[src/rtl/scalar_kalman_filter_assert.svh]
// Assertion helpers for the scalar Kalman filter.
// Both forms sample on i_clk and are off while i_rst_n is low.
`ifndef SCALAR_KALMAN_FILTER_ASSERT_SVH
`define SCALAR_KALMAN_FILTER_ASSERT_SVH

// Consequent checked in the same cycle as the antecedent.
`define SKF_ASSERT_SAME(label, ante, cons, msg) \
    label: assert property (@(posedge i_clk) disable iff (!i_rst_n) (ante) |-> (cons)) \
        else $error(msg);

// Consequent checked in the cycle after the antecedent.
`define SKF_ASSERT_NEXT(label, ante, cons, msg) \
    label: assert property (@(posedge i_clk) disable iff (!i_rst_n) (ante) |=> (cons)) \
        else $error(msg);

`endif

[src/rtl/skf_pkg.sv]
package skf_pkg;

    localparam int DATA_W    = 32;
    localparam int GAIN_BITS = 16;
    localparam int ADD_W     = DATA_W + 3;
    localparam int REM_W     = DATA_W + 1;
    localparam int MUL_A_W   = GAIN_BITS + 2;
    localparam int MUL_B_W   = DATA_W + 2;
    localparam int PROD_W    = MUL_A_W + MUL_B_W;
    localparam int CNT_W     = $clog2(GAIN_BITS);
    localparam int CFG_IDX_W = 2;

    localparam logic [GAIN_BITS-1:0] GAIN_MAX  = '1;
    localparam logic [MUL_A_W-1:0]   GAIN_ONE  = MUL_A_W'(1) << GAIN_BITS;
    localparam logic [DATA_W-1:0]    VAR_RESET = 32'd65536;
    localparam logic [DATA_W-1:0]    Q_RESET   = 32'd655;
    localparam logic [DATA_W-1:0]    R_RESET   = 32'd65536;
    localparam logic [DATA_W-1:0]    S32_MAX   = 32'h7FFF_FFFF;
    localparam logic [DATA_W-1:0]    S32_MIN   = 32'h8000_0000;

    localparam logic [CFG_IDX_W-1:0] REG_PROCESS_NOISE = 2'd0;
    localparam logic [CFG_IDX_W-1:0] REG_MEASURE_NOISE = 2'd1;

    typedef enum logic [3:0] {
        OP_LOAD, OP_PRIME, OP_ADDQ, OP_ADDR, OP_CHECK, OP_DIV,
        OP_ERR, OP_MULE, OP_UPDE, OP_MULP, OP_UPDP, OP_HOLD
    } t_op;

    typedef enum logic [3:0] {
        ST_IDLE, ST_PRIME, ST_ADDQ, ST_ADDR, ST_CHECK, ST_DIV,
        ST_ERR, ST_MULE, ST_UPDE, ST_MULP, ST_UPDP, ST_DONE
    } t_state;

    typedef struct packed {
        t_op op;
    } t_ctl;

    typedef struct packed {
        logic primed;
        logic skip;     // divider not needed, gain already settled
    } t_stat;

    typedef struct packed {
        logic in_ready;
        logic out_load;
    } t_hs;

endpackage

[src/rtl/skf_seq.sv]
module skf_seq (
    input  logic          i_clk,
    input  logic          i_rst_n,
    input  logic          i_valid,
    input  logic          i_out_free,
    input  skf_pkg::t_stat i_stat,
    output skf_pkg::t_ctl  o_ctl,
    output skf_pkg::t_hs   o_hs
);
    import skf_pkg::*;

    t_state r_state, n_state;
    logic [CNT_W-1:0] r_cnt, n_cnt;

    always_ff @(posedge i_clk) begin
        if (!i_rst_n) begin
            r_state <= ST_IDLE;
            r_cnt   <= '0;
        end else begin
            r_state <= n_state;
            r_cnt   <= n_cnt;
        end
    end

    always_comb begin
        n_state = r_state;
        n_cnt   = '0;
        case (r_state)
            ST_IDLE: begin
                if (i_valid) begin
                    n_state = i_stat.primed ? ST_ADDQ : ST_PRIME;
                end
            end
            ST_PRIME: n_state = ST_DONE;
            ST_ADDQ:  n_state = ST_ADDR;
            ST_ADDR:  n_state = ST_CHECK;
            ST_CHECK: n_state = i_stat.skip ? ST_ERR : ST_DIV;
            ST_DIV: begin
                n_cnt = r_cnt + CNT_W'(1);
                if (r_cnt == CNT_W'(GAIN_BITS - 1)) begin
                    n_state = ST_ERR;
                end
            end
            ST_ERR:  n_state = ST_MULE;
            ST_MULE: n_state = ST_UPDE;
            ST_UPDE: n_state = ST_MULP;
            ST_MULP: n_state = ST_UPDP;
            ST_UPDP: n_state = ST_DONE;
            ST_DONE: begin
                if (i_out_free) begin
                    n_state = ST_IDLE;
                end
            end
            default: n_state = ST_IDLE;
        endcase
    end

    always_comb begin
        o_hs.in_ready = 1'b0;
        o_hs.out_load = 1'b0;
        o_ctl.op      = OP_HOLD;
        case (r_state)
            ST_IDLE: begin
                o_hs.in_ready = 1'b1;
                o_ctl.op      = OP_LOAD;
            end
            ST_PRIME: o_ctl.op = OP_PRIME;
            ST_ADDQ:  o_ctl.op = OP_ADDQ;
            ST_ADDR:  o_ctl.op = OP_ADDR;
            ST_CHECK: o_ctl.op = OP_CHECK;
            ST_DIV:   o_ctl.op = OP_DIV;
            ST_ERR:   o_ctl.op = OP_ERR;
            ST_MULE:  o_ctl.op = OP_MULE;
            ST_UPDE:  o_ctl.op = OP_UPDE;
            ST_MULP:  o_ctl.op = OP_MULP;
            ST_UPDP:  o_ctl.op = OP_UPDP;
            ST_DONE:  o_hs.out_load = i_out_free;
            default:  o_ctl.op = OP_HOLD;
        endcase
    end

endmodule

[src/rtl/skf_datapath.sv]
module skf_datapath #(
    parameter int SAMPLE_WIDTH = 16,
    parameter int FRAC_BITS    = 16
) (
    input  logic                              i_clk,
    input  logic                              i_rst_n,
    input  skf_pkg::t_ctl                     i_ctl,
    input  logic signed [SAMPLE_WIDTH-1:0]    i_sample,
    input  logic [skf_pkg::DATA_W-1:0]        i_q,
    input  logic [skf_pkg::DATA_W-1:0]        i_r,
    output skf_pkg::t_stat                    o_stat,
    output logic [skf_pkg::DATA_W-1:0]        o_est
);
    import skf_pkg::*;

    // sample to Q format, saturated to signed 32 bits
    localparam int ZW = SAMPLE_WIDTH + FRAC_BITS;
    localparam int ZX = (ZW > DATA_W) ? ZW : DATA_W + 1;
    localparam logic signed [ZX-1:0] ZMAX = ZX'($signed({1'b0, S32_MAX}));
    localparam logic signed [ZX-1:0] ZMIN = ZX'($signed({1'b1, S32_MIN}));

    logic signed [ZX-1:0] z_wide;
    logic [DATA_W-1:0]    z_sat;

    always_comb begin
        z_wide = ZX'(i_sample) <<< FRAC_BITS;
        if (z_wide > ZMAX) begin
            z_sat = S32_MAX;
        end else if (z_wide < ZMIN) begin
            z_sat = S32_MIN;
        end else begin
            z_sat = z_wide[DATA_W-1:0];
        end
    end

    logic [DATA_W-1:0]    r_x, n_x;
    logic [DATA_W-1:0]    r_p, n_p;
    logic [DATA_W-1:0]    r_z, n_z;
    logic [DATA_W-1:0]    r_d, n_d;
    logic [REM_W-1:0]     r_rem, n_rem;
    logic [GAIN_BITS-1:0] r_k, n_k;
    logic signed [PROD_W-1:0] r_prod, n_prod;
    logic                 r_primed, n_primed;

    // shared adder
    logic [ADD_W-1:0] add_a, add_b, add_sum;
    logic             add_cin;
    // shared multiplier
    logic signed [MUL_A_W-1:0] mul_a;
    logic signed [MUL_B_W-1:0] mul_b;

    assign add_sum = add_a + add_b + ADD_W'(add_cin);

    always_comb begin
        add_a   = '0;
        add_b   = '0;
        add_cin = 1'b0;
        mul_a   = '0;
        mul_b   = '0;
        case (i_ctl.op)
            OP_ADDQ: begin
                add_a = ADD_W'(r_p);
                add_b = ADD_W'(i_q);
            end
            OP_ADDR: begin
                add_a = ADD_W'(r_p);
                add_b = ADD_W'(i_r);
            end
            OP_CHECK: begin
                add_a   = ADD_W'(r_p);
                add_b   = ~ADD_W'(r_d);
                add_cin = 1'b1;
            end
            OP_DIV: begin
                add_a   = ADD_W'({r_rem[DATA_W-1:0], 1'b0});
                add_b   = ~ADD_W'(r_d);
                add_cin = 1'b1;
            end
            OP_ERR: begin
                add_a   = ADD_W'($signed(r_z));
                add_b   = ~ADD_W'($signed(r_x));
                add_cin = 1'b1;
            end
            OP_UPDE: begin
                add_a = ADD_W'($signed(r_x));
                add_b = r_prod[PROD_W-2:GAIN_BITS];
            end
            OP_MULE: begin
                mul_a = $signed(MUL_A_W'(r_k));
                mul_b = MUL_B_W'($signed(r_rem));
            end
            OP_MULP: begin
                mul_a = $signed(GAIN_ONE - MUL_A_W'(r_k));
                mul_b = $signed(MUL_B_W'(r_p));
            end
            default: begin
                add_a = '0;
            end
        endcase
    end

    always_comb begin
        n_x      = r_x;
        n_p      = r_p;
        n_z      = r_z;
        n_d      = r_d;
        n_rem    = r_rem;
        n_k      = r_k;
        n_prod   = r_prod;
        n_primed = r_primed;
        o_stat.skip   = 1'b0;
        o_stat.primed = r_primed;
        case (i_ctl.op)
            OP_LOAD: n_z = z_sat;
            OP_PRIME: begin
                n_x      = r_z;
                n_primed = 1'b1;
            end
            OP_ADDQ: n_p = add_sum[DATA_W] ? '1 : add_sum[DATA_W-1:0];
            OP_ADDR: begin
                n_d   = add_sum[DATA_W] ? '1 : add_sum[DATA_W-1:0];
                n_rem = REM_W'(r_p);
            end
            OP_CHECK: begin
                // zero denominator holds the estimate; p >= p+r clamps to max gain
                if (r_d == '0) begin
                    o_stat.skip = 1'b1;
                    n_k         = '0;
                end else if (!add_sum[ADD_W-1]) begin
                    o_stat.skip = 1'b1;
                    n_k         = GAIN_MAX;
                end
            end
            OP_DIV: begin
                if (!add_sum[ADD_W-1]) begin
                    n_rem = add_sum[REM_W-1:0];
                    n_k   = {r_k[GAIN_BITS-2:0], 1'b1};
                end else begin
                    n_rem = {r_rem[DATA_W-1:0], 1'b0};
                    n_k   = {r_k[GAIN_BITS-2:0], 1'b0};
                end
            end
            OP_ERR: n_rem = add_sum[REM_W-1:0];
            OP_MULE, OP_MULP: n_prod = mul_a * mul_b;
            OP_UPDE: begin
                if (add_sum[ADD_W-1:DATA_W-1] == '0 || add_sum[ADD_W-1:DATA_W-1] == '1) begin
                    n_x = add_sum[DATA_W-1:0];
                end else begin
                    n_x = add_sum[ADD_W-1] ? S32_MIN : S32_MAX;
                end
            end
            OP_UPDP: n_p = r_prod[DATA_W+GAIN_BITS-1:GAIN_BITS];
            default: n_x = r_x;
        endcase
    end

    always_ff @(posedge i_clk) begin
        if (!i_rst_n) begin
            r_x      <= '0;
            r_p      <= VAR_RESET;
            r_primed <= 1'b0;
        end else begin
            r_x      <= n_x;
            r_p      <= n_p;
            r_primed <= n_primed;
        end
    end

    always_ff @(posedge i_clk) begin
        r_z    <= n_z;
        r_d    <= n_d;
        r_rem  <= n_rem;
        r_k    <= n_k;
        r_prod <= n_prod;
    end

    assign o_est = r_x;

endmodule

[src/rtl/scalar_kalman_filter.sv]
// Scalar Kalman filter for a stream of signed sensor samples.
//
// Input channel: i_valid / o_ready with i_sample (signed, integer units).
// Output channel: o_valid / i_ready with o_estimate (signed Q16.16).
// Config channel: i_cfg_valid / o_cfg_ready, i_cfg_index, i_cfg_data.
//   Index 0 is process noise q, index 1 is measurement noise r, both
//   unsigned Q16.16; other indexes are dropped. o_cfg_ready is always high.
//   Write only while the filter is idle.
//
// One transaction in gives one transaction out. The first sample after
// reset becomes the estimate. Every later sample runs the 16-step
// restoring divider that forms the gain; when the gain saturates (or
// r+p is zero) the divider is skipped. A new sample is taken only once
// the previous one has been handed to the output register.
// The adder and the multiplier are each a single shared unit stepped by a sequencer.
//
// Reset: q = 655, r = 65536, estimate 0, variance 1.0, filter unprimed.
// The result sits in an output register; while the receiver stalls the
// finished result waits there and the next sample is computed up to the
// point of delivery, then the filter holds until the register frees.
`include "scalar_kalman_filter_assert.svh"

module scalar_kalman_filter #(
    parameter int SAMPLE_WIDTH = 16,
    parameter int FRAC_BITS    = 16
) (
    input  logic                                i_clk,
    input  logic                                i_rst_n,
    input  logic                                i_valid,
    output logic                                o_ready,
    input  logic signed [SAMPLE_WIDTH-1:0]      i_sample,
    output logic                                o_valid,
    input  logic                                i_ready,
    output logic signed [skf_pkg::DATA_W-1:0]   o_estimate,
    input  logic                                i_cfg_valid,
    output logic                                o_cfg_ready,
    input  logic [skf_pkg::CFG_IDX_W-1:0]       i_cfg_index,
    input  logic [skf_pkg::DATA_W-1:0]          i_cfg_data
);
    import skf_pkg::*;

    // configuration registers
    logic [DATA_W-1:0] r_q, r_r;

    assign o_cfg_ready = 1'b1;

    always_ff @(posedge i_clk) begin
        if (!i_rst_n) begin
            r_q <= Q_RESET;
            r_r <= R_RESET;
        end else if (i_cfg_valid && o_cfg_ready) begin
            case (i_cfg_index)
                REG_PROCESS_NOISE: r_q <= i_cfg_data;
                REG_MEASURE_NOISE: r_r <= i_cfg_data;
                default: r_q <= r_q;
            endcase
        end
    end

    t_ctl  ctl;
    t_stat stat;
    t_hs   hs;
    logic  out_free;
    logic [DATA_W-1:0] est;

    // output register
    logic              r_ovalid;
    logic [DATA_W-1:0] r_oest;

    // free when empty or being drained this cycle
    assign out_free = !r_ovalid || i_ready;

    skf_seq u_seq (
        .i_clk      (i_clk),
        .i_rst_n    (i_rst_n),
        .i_valid    (i_valid),
        .i_out_free (out_free),
        .i_stat     (stat),
        .o_ctl      (ctl),
        .o_hs       (hs)
    );

    skf_datapath #(
        .SAMPLE_WIDTH (SAMPLE_WIDTH),
        .FRAC_BITS    (FRAC_BITS)
    ) u_datapath (
        .i_clk    (i_clk),
        .i_rst_n  (i_rst_n),
        .i_ctl    (ctl),
        .i_sample (i_sample),
        .i_q      (r_q),
        .i_r      (r_r),
        .o_stat   (stat),
        .o_est    (est)
    );

    always_ff @(posedge i_clk) begin
        if (!i_rst_n) begin
            r_ovalid <= 1'b0;
        end else if (hs.out_load) begin
            r_ovalid <= 1'b1;
        end else if (i_ready) begin
            r_ovalid <= 1'b0;
        end
    end

    always_ff @(posedge i_clk) begin
        if (hs.out_load) begin
            r_oest <= est;
        end
    end

    assign o_ready    = hs.in_ready;
    assign o_valid    = r_ovalid;
    assign o_estimate = $signed(r_oest);

    // a sample in flight blocks the next one
    `SKF_ASSERT_NEXT(a_busy_after_accept, i_valid && o_ready, !o_ready, "accepted while busy")
    // a new result never overwrites one still waiting
    `SKF_ASSERT_SAME(a_no_overwrite, hs.out_load, !r_ovalid || i_ready, "result overwritten")
    // a result is loaded only when the sequencer is not taking input
    `SKF_ASSERT_SAME(a_load_not_idle, hs.out_load, !o_ready, "load during idle")

endmodule
[config.mk]
export PLATFORM = sky130hd
export DESIGN_NAME = scalar_kalman_filter
export DESIGN_NICKNAME = d
export VERILOG_FILES = /design/src/rtl/skf_pkg.sv /design/src/rtl/skf_seq.sv /design/src/rtl/skf_datapath.sv /design/src/rtl/scalar_kalman_filter.sv
export VERILOG_INCLUDE_DIRS = /design/src /design/src/rtl
export SDC_FILE = /design/constraint.sdc
export NUM_CORES = 2
export LEC_CHECK = 0
export BUFFER_PORTS_ARGS = -buffer_cell sky130_fd_sc_hd__buf_4
export CAP_MARGIN = 0
export CELL_PAD_IN_SITES_DETAIL_PLACEMENT = 0
export CELL_PAD_IN_SITES_GLOBAL_PLACEMENT = 2
export CORE_MARGIN = 10
export CORE_UTILIZATION = 42
export DETAILED_ROUTE_END_ITERATION = 7
export PLACE_DENSITY = 0.84
export SLEW_MARGIN = 0
export SYNTH_ARGS = -nofsm -noshare
export SYNTH_HDL_FRONTEND = slang
export SYNTH_HIERARCHICAL = 1
export SYNTH_SLANG_ARGS = --single-unit
[constraint.sdc]
create_clock -name i_clk -period 11.6 [get_ports i_clk]
set_clock_uncertainty 0.15 [all_clocks]
set_input_delay 2.32 -clock i_clk [delete_from_list [all_inputs] [get_ports i_clk]]
set_output_delay 2.32 -clock i_clk [all_outputs]
set_load 0.01 [all_outputs]
==> results.json <==
{
  "insertion_delay_ns": 0.58,
  "synth_top_area_share_pct": 30.7,
  "hold_class": "register to register",
  "synth_top_cells_by_count": "nand2_1 (649), inv_1 (611), fa_1 (536)",
  "stdcell_count": 4922,
  "r2r_cells": 31,
  "ys_dominant_reg_cell": "edfxtp_1",
  "final_area_mm2": 0.0377,
  "drive_gt1_share_pct": 6.96,
  "path_max_fanout": 16,
  "worst_ep_required_time_ns": 11.82,
  "antenna_found_initial": 1,
  "fmax_mhz": 95.1,
  "viasPerCell": 5.65,
  "grt_pass1_vias": 28500,
  "drt_first_pass_iters": 8,
  "p_comb_share_pct": 37.4,
  "fill_cells": 8098,
  "hold_slack_ns": 0.298,
  "syn_nets": 4600,
  "routed_wl_um": 116000,
  "hpwl_um": 89900,
  "setup_tns_ns": 0,
  "cpPeakStageDelay_ns": 0.71,
  "antenna_left": 0,
  "power_leakage_nw": 16.9,
  "yosysTopAreaCell": "fa_1",
  "max-slew-margin-rel_pct": 16.5,
  "hold-path-endpoint": "u_seq/r_cnt[0]",
  "p_clk_share_pct": 23.9,
  "crit_path_start_kind": "register",
  "pre_cts_ws_ns": 1.30,
  "period_share_pct": 90.7,
  "grt-ovfl-total": 0,
  "die-area_mm2": 0.0952,
  "rows": 105,
  "cts_setup_buffers": 0,
  "finalPower_mw": 4.01,
  "maxCapViolCount": 0,
  "seqPwrFrac_pct": 38.7,
  "netlist_instances": 3857,
  "hold_path_depth": 1,
  "utilization_pct": 45.8,
  "r2r-end": "u_datapath/r_prod[45]",
  "final_nets": 4573,
  "cpMaxStageDelayCell": "a22o_1",
  "core_area_mm2": 0.0824,
  "critPathArrivalTime_ns": 10.74,
  "status": "finished with violations",
  "finalSetupViolCount": 0,
  "wl_per_cell_um": 23.6,
  "switching_power_mw": 1.66,
  "globalplace.congestion": 0.918,
  "max_slew.worst_pin.slew_ns": 1.25,
  "vias": 27800,
  "p_sw_share_pct": 41.6,
  "crit_path_frequent_cell": "fa_1",
  "synth_edf_count": 164,
  "avgSynthCellArea_um2": 9.07,
  "cts.repair.resized": 0,
  "ctsHtreeMaxLevel": 1,
  "cts_max_path_buffers": 3,
  "yosysSeqAreaShare_pct": 22.0,
  "path_clk_slew_ns": 0.07,
  "clkSinkCount": 302,
  "drt_iter0_drc": 2610,
  "hold_start": "u_seq/r_cnt[0]",
  "antenna_cells": 0,
  "timing_worst_setup_path_type": "register to register",
  "dp.cells": 4869,
  "ys_warn_count": 6,
  "p_per_area_mw_per_mm2": 106,
  "track_usage_pct": 24.4,
  "ir_drop_mv": 0.113,
  "cts_hold_buf": 0,
  "cts_tree": "yes",
  "ys_ff_latch": 302,
  "violations": "design-rule violations",
  "rsz0062_at_grt": "false",
  "hold_violations": 0,
  "setup_slack_ns": 1.08,
  "portBuffers": 88,
  "die_x_um": 309,
  "io-pin-count": 90,
  "slew_violations": 0,
  "cp-end-kind": "register",
  "clockRootBuffer": "clkbuf_16",
  "min_period_ns": 10.52,
  "internal_power_mw": 2.34,
  "synth.most_common_cell": "nand2_1",
  "async_flop_share_pct": 0,
  "synth_area_leaders": "fa_1 (31%), edfxtp_1 (14%), dfxtp_1 (7.9%)",
  "area_growth_pct": 7.84,
  "netlist_area_mm2": 0.0350,
  "grt_max_degree": 74,
  "cts_buffers": 29,
  "drc": 3,
  "ys_types": 85,
  "fp.dieH_um": 309,
  "r2r-start": "u_datapath/r_k[0]",
  "start_util_pct": 42.5,
  "r2r_setup_slack_ns": 1.08,
  "placed_cell_area_mm2": 0.0368,
  "grt_pass1_wl_um": 178000
}
## cells in the final DEF (no fill, tap or decap), types with 53 or more instances in the layout
cell        n
dfxtp_1   137
o21ai_0   105
a22oi_1    74
edfxtp_1  164
fa_1      536
inv_1     611
a21oi_1   154
nand2_1   648
buf_4     163
o211ai_1   53
ha_1      152
nor2_1    295
mux2i_1    94
nand2b_1   76
## cell families after synthesis
kind of cell | synth area share (%)
fa+ha+maj | 36.1
mux | 2.98
simple gates | 14.6
xor+xnor | 1.88
buf+inv | 9.26
other cells | 0.0322
compound gates | 13.1
flops | 22.0
## worst max path at each step
stage / slack (ns) / cells past startpoint / start / endpoint
floorplan: 2.67 / 31 / u_datapath/r_k[0] / u_datapath/r_prod[45]
global placement: 1.38 / 32 / u_datapath/r_k[0] / u_datapath/r_prod[41]
detailed placement: 1.30 / 31 / u_datapath/r_k[0] / u_datapath/r_prod[45]
CTS: 1.27 / 31 / u_datapath/r_k[0] / u_datapath/r_prod[45]
global route: 0.40 / 32 / u_datapath/r_k[0] / u_datapath/r_prod[45]
finish: 1.08 / 31 / u_datapath/r_k[0] / u_datapath/r_prod[45]
## registers in the layout, indices dropped and copies added, names as in the netlist, 16 cells and up
signal             cells
u_datapath/r_d        32
u_datapath/r_z        16
u_datapath/r_p        32
u_datapath/r_rem      33
o_estimate            32
r_r                   32
u_datapath/r_prod     35
r_q                   32
u_datapath/o_est      32
u_datapath/r_k        16
## area by class of cell
| cell class | count | area, um^2 | share of cell area [%] |
|---|---|---|---|
| sequential | 302 | 7690 | 20.4 |
| inverter | 612 | 2300 | 6.09 |
| tap | 1070 | 1340 | 3.55 |
| clock inverter | 7 | 41.3 | 0.109 |
| timing repair buffer | 163 | 1220 | 3.24 |
| clock buffer | 46 | 883 | 2.34 |
| multi-input combinational | 2722 | 24300 | 64.3 |
## power by group through the flow
stage                     Sequential (mW)  Clock [mW]  Combinational [mW]
final                                1.55       0.959                1.50
after global routing                 1.57        1.02                1.61
after floorplan                      1.47           0               0.980
after detailed placement             1.57           0                1.47
after global placement               1.57           0                1.47
after CTS                            1.55       0.974                1.47
## critical path, delay by kind of cell, from the launching register on
| kind | cells | cell delay, ns |
|---|---|---|
| xor+xnor | 1 | 0.16 |
| simple gates | 10 | 2.75 |
| fa+ha+maj | 8 | 3.56 |
| buf+inv | 5 | 0.55 |
| compound gates | 7 | 2.67 |
| flops | 1 | 0.48 |
## routing by layer
metal	up-vias	wire (um)	GRT usage, %
met5	-	0	0
met3	158	7380	3.63
met1	14200	49700	32.8
li1	12500	-	-
met2	937	55700	40.8
met4	0	3390	6.50
No activity file was read; power rests on OpenSTA's default activity.
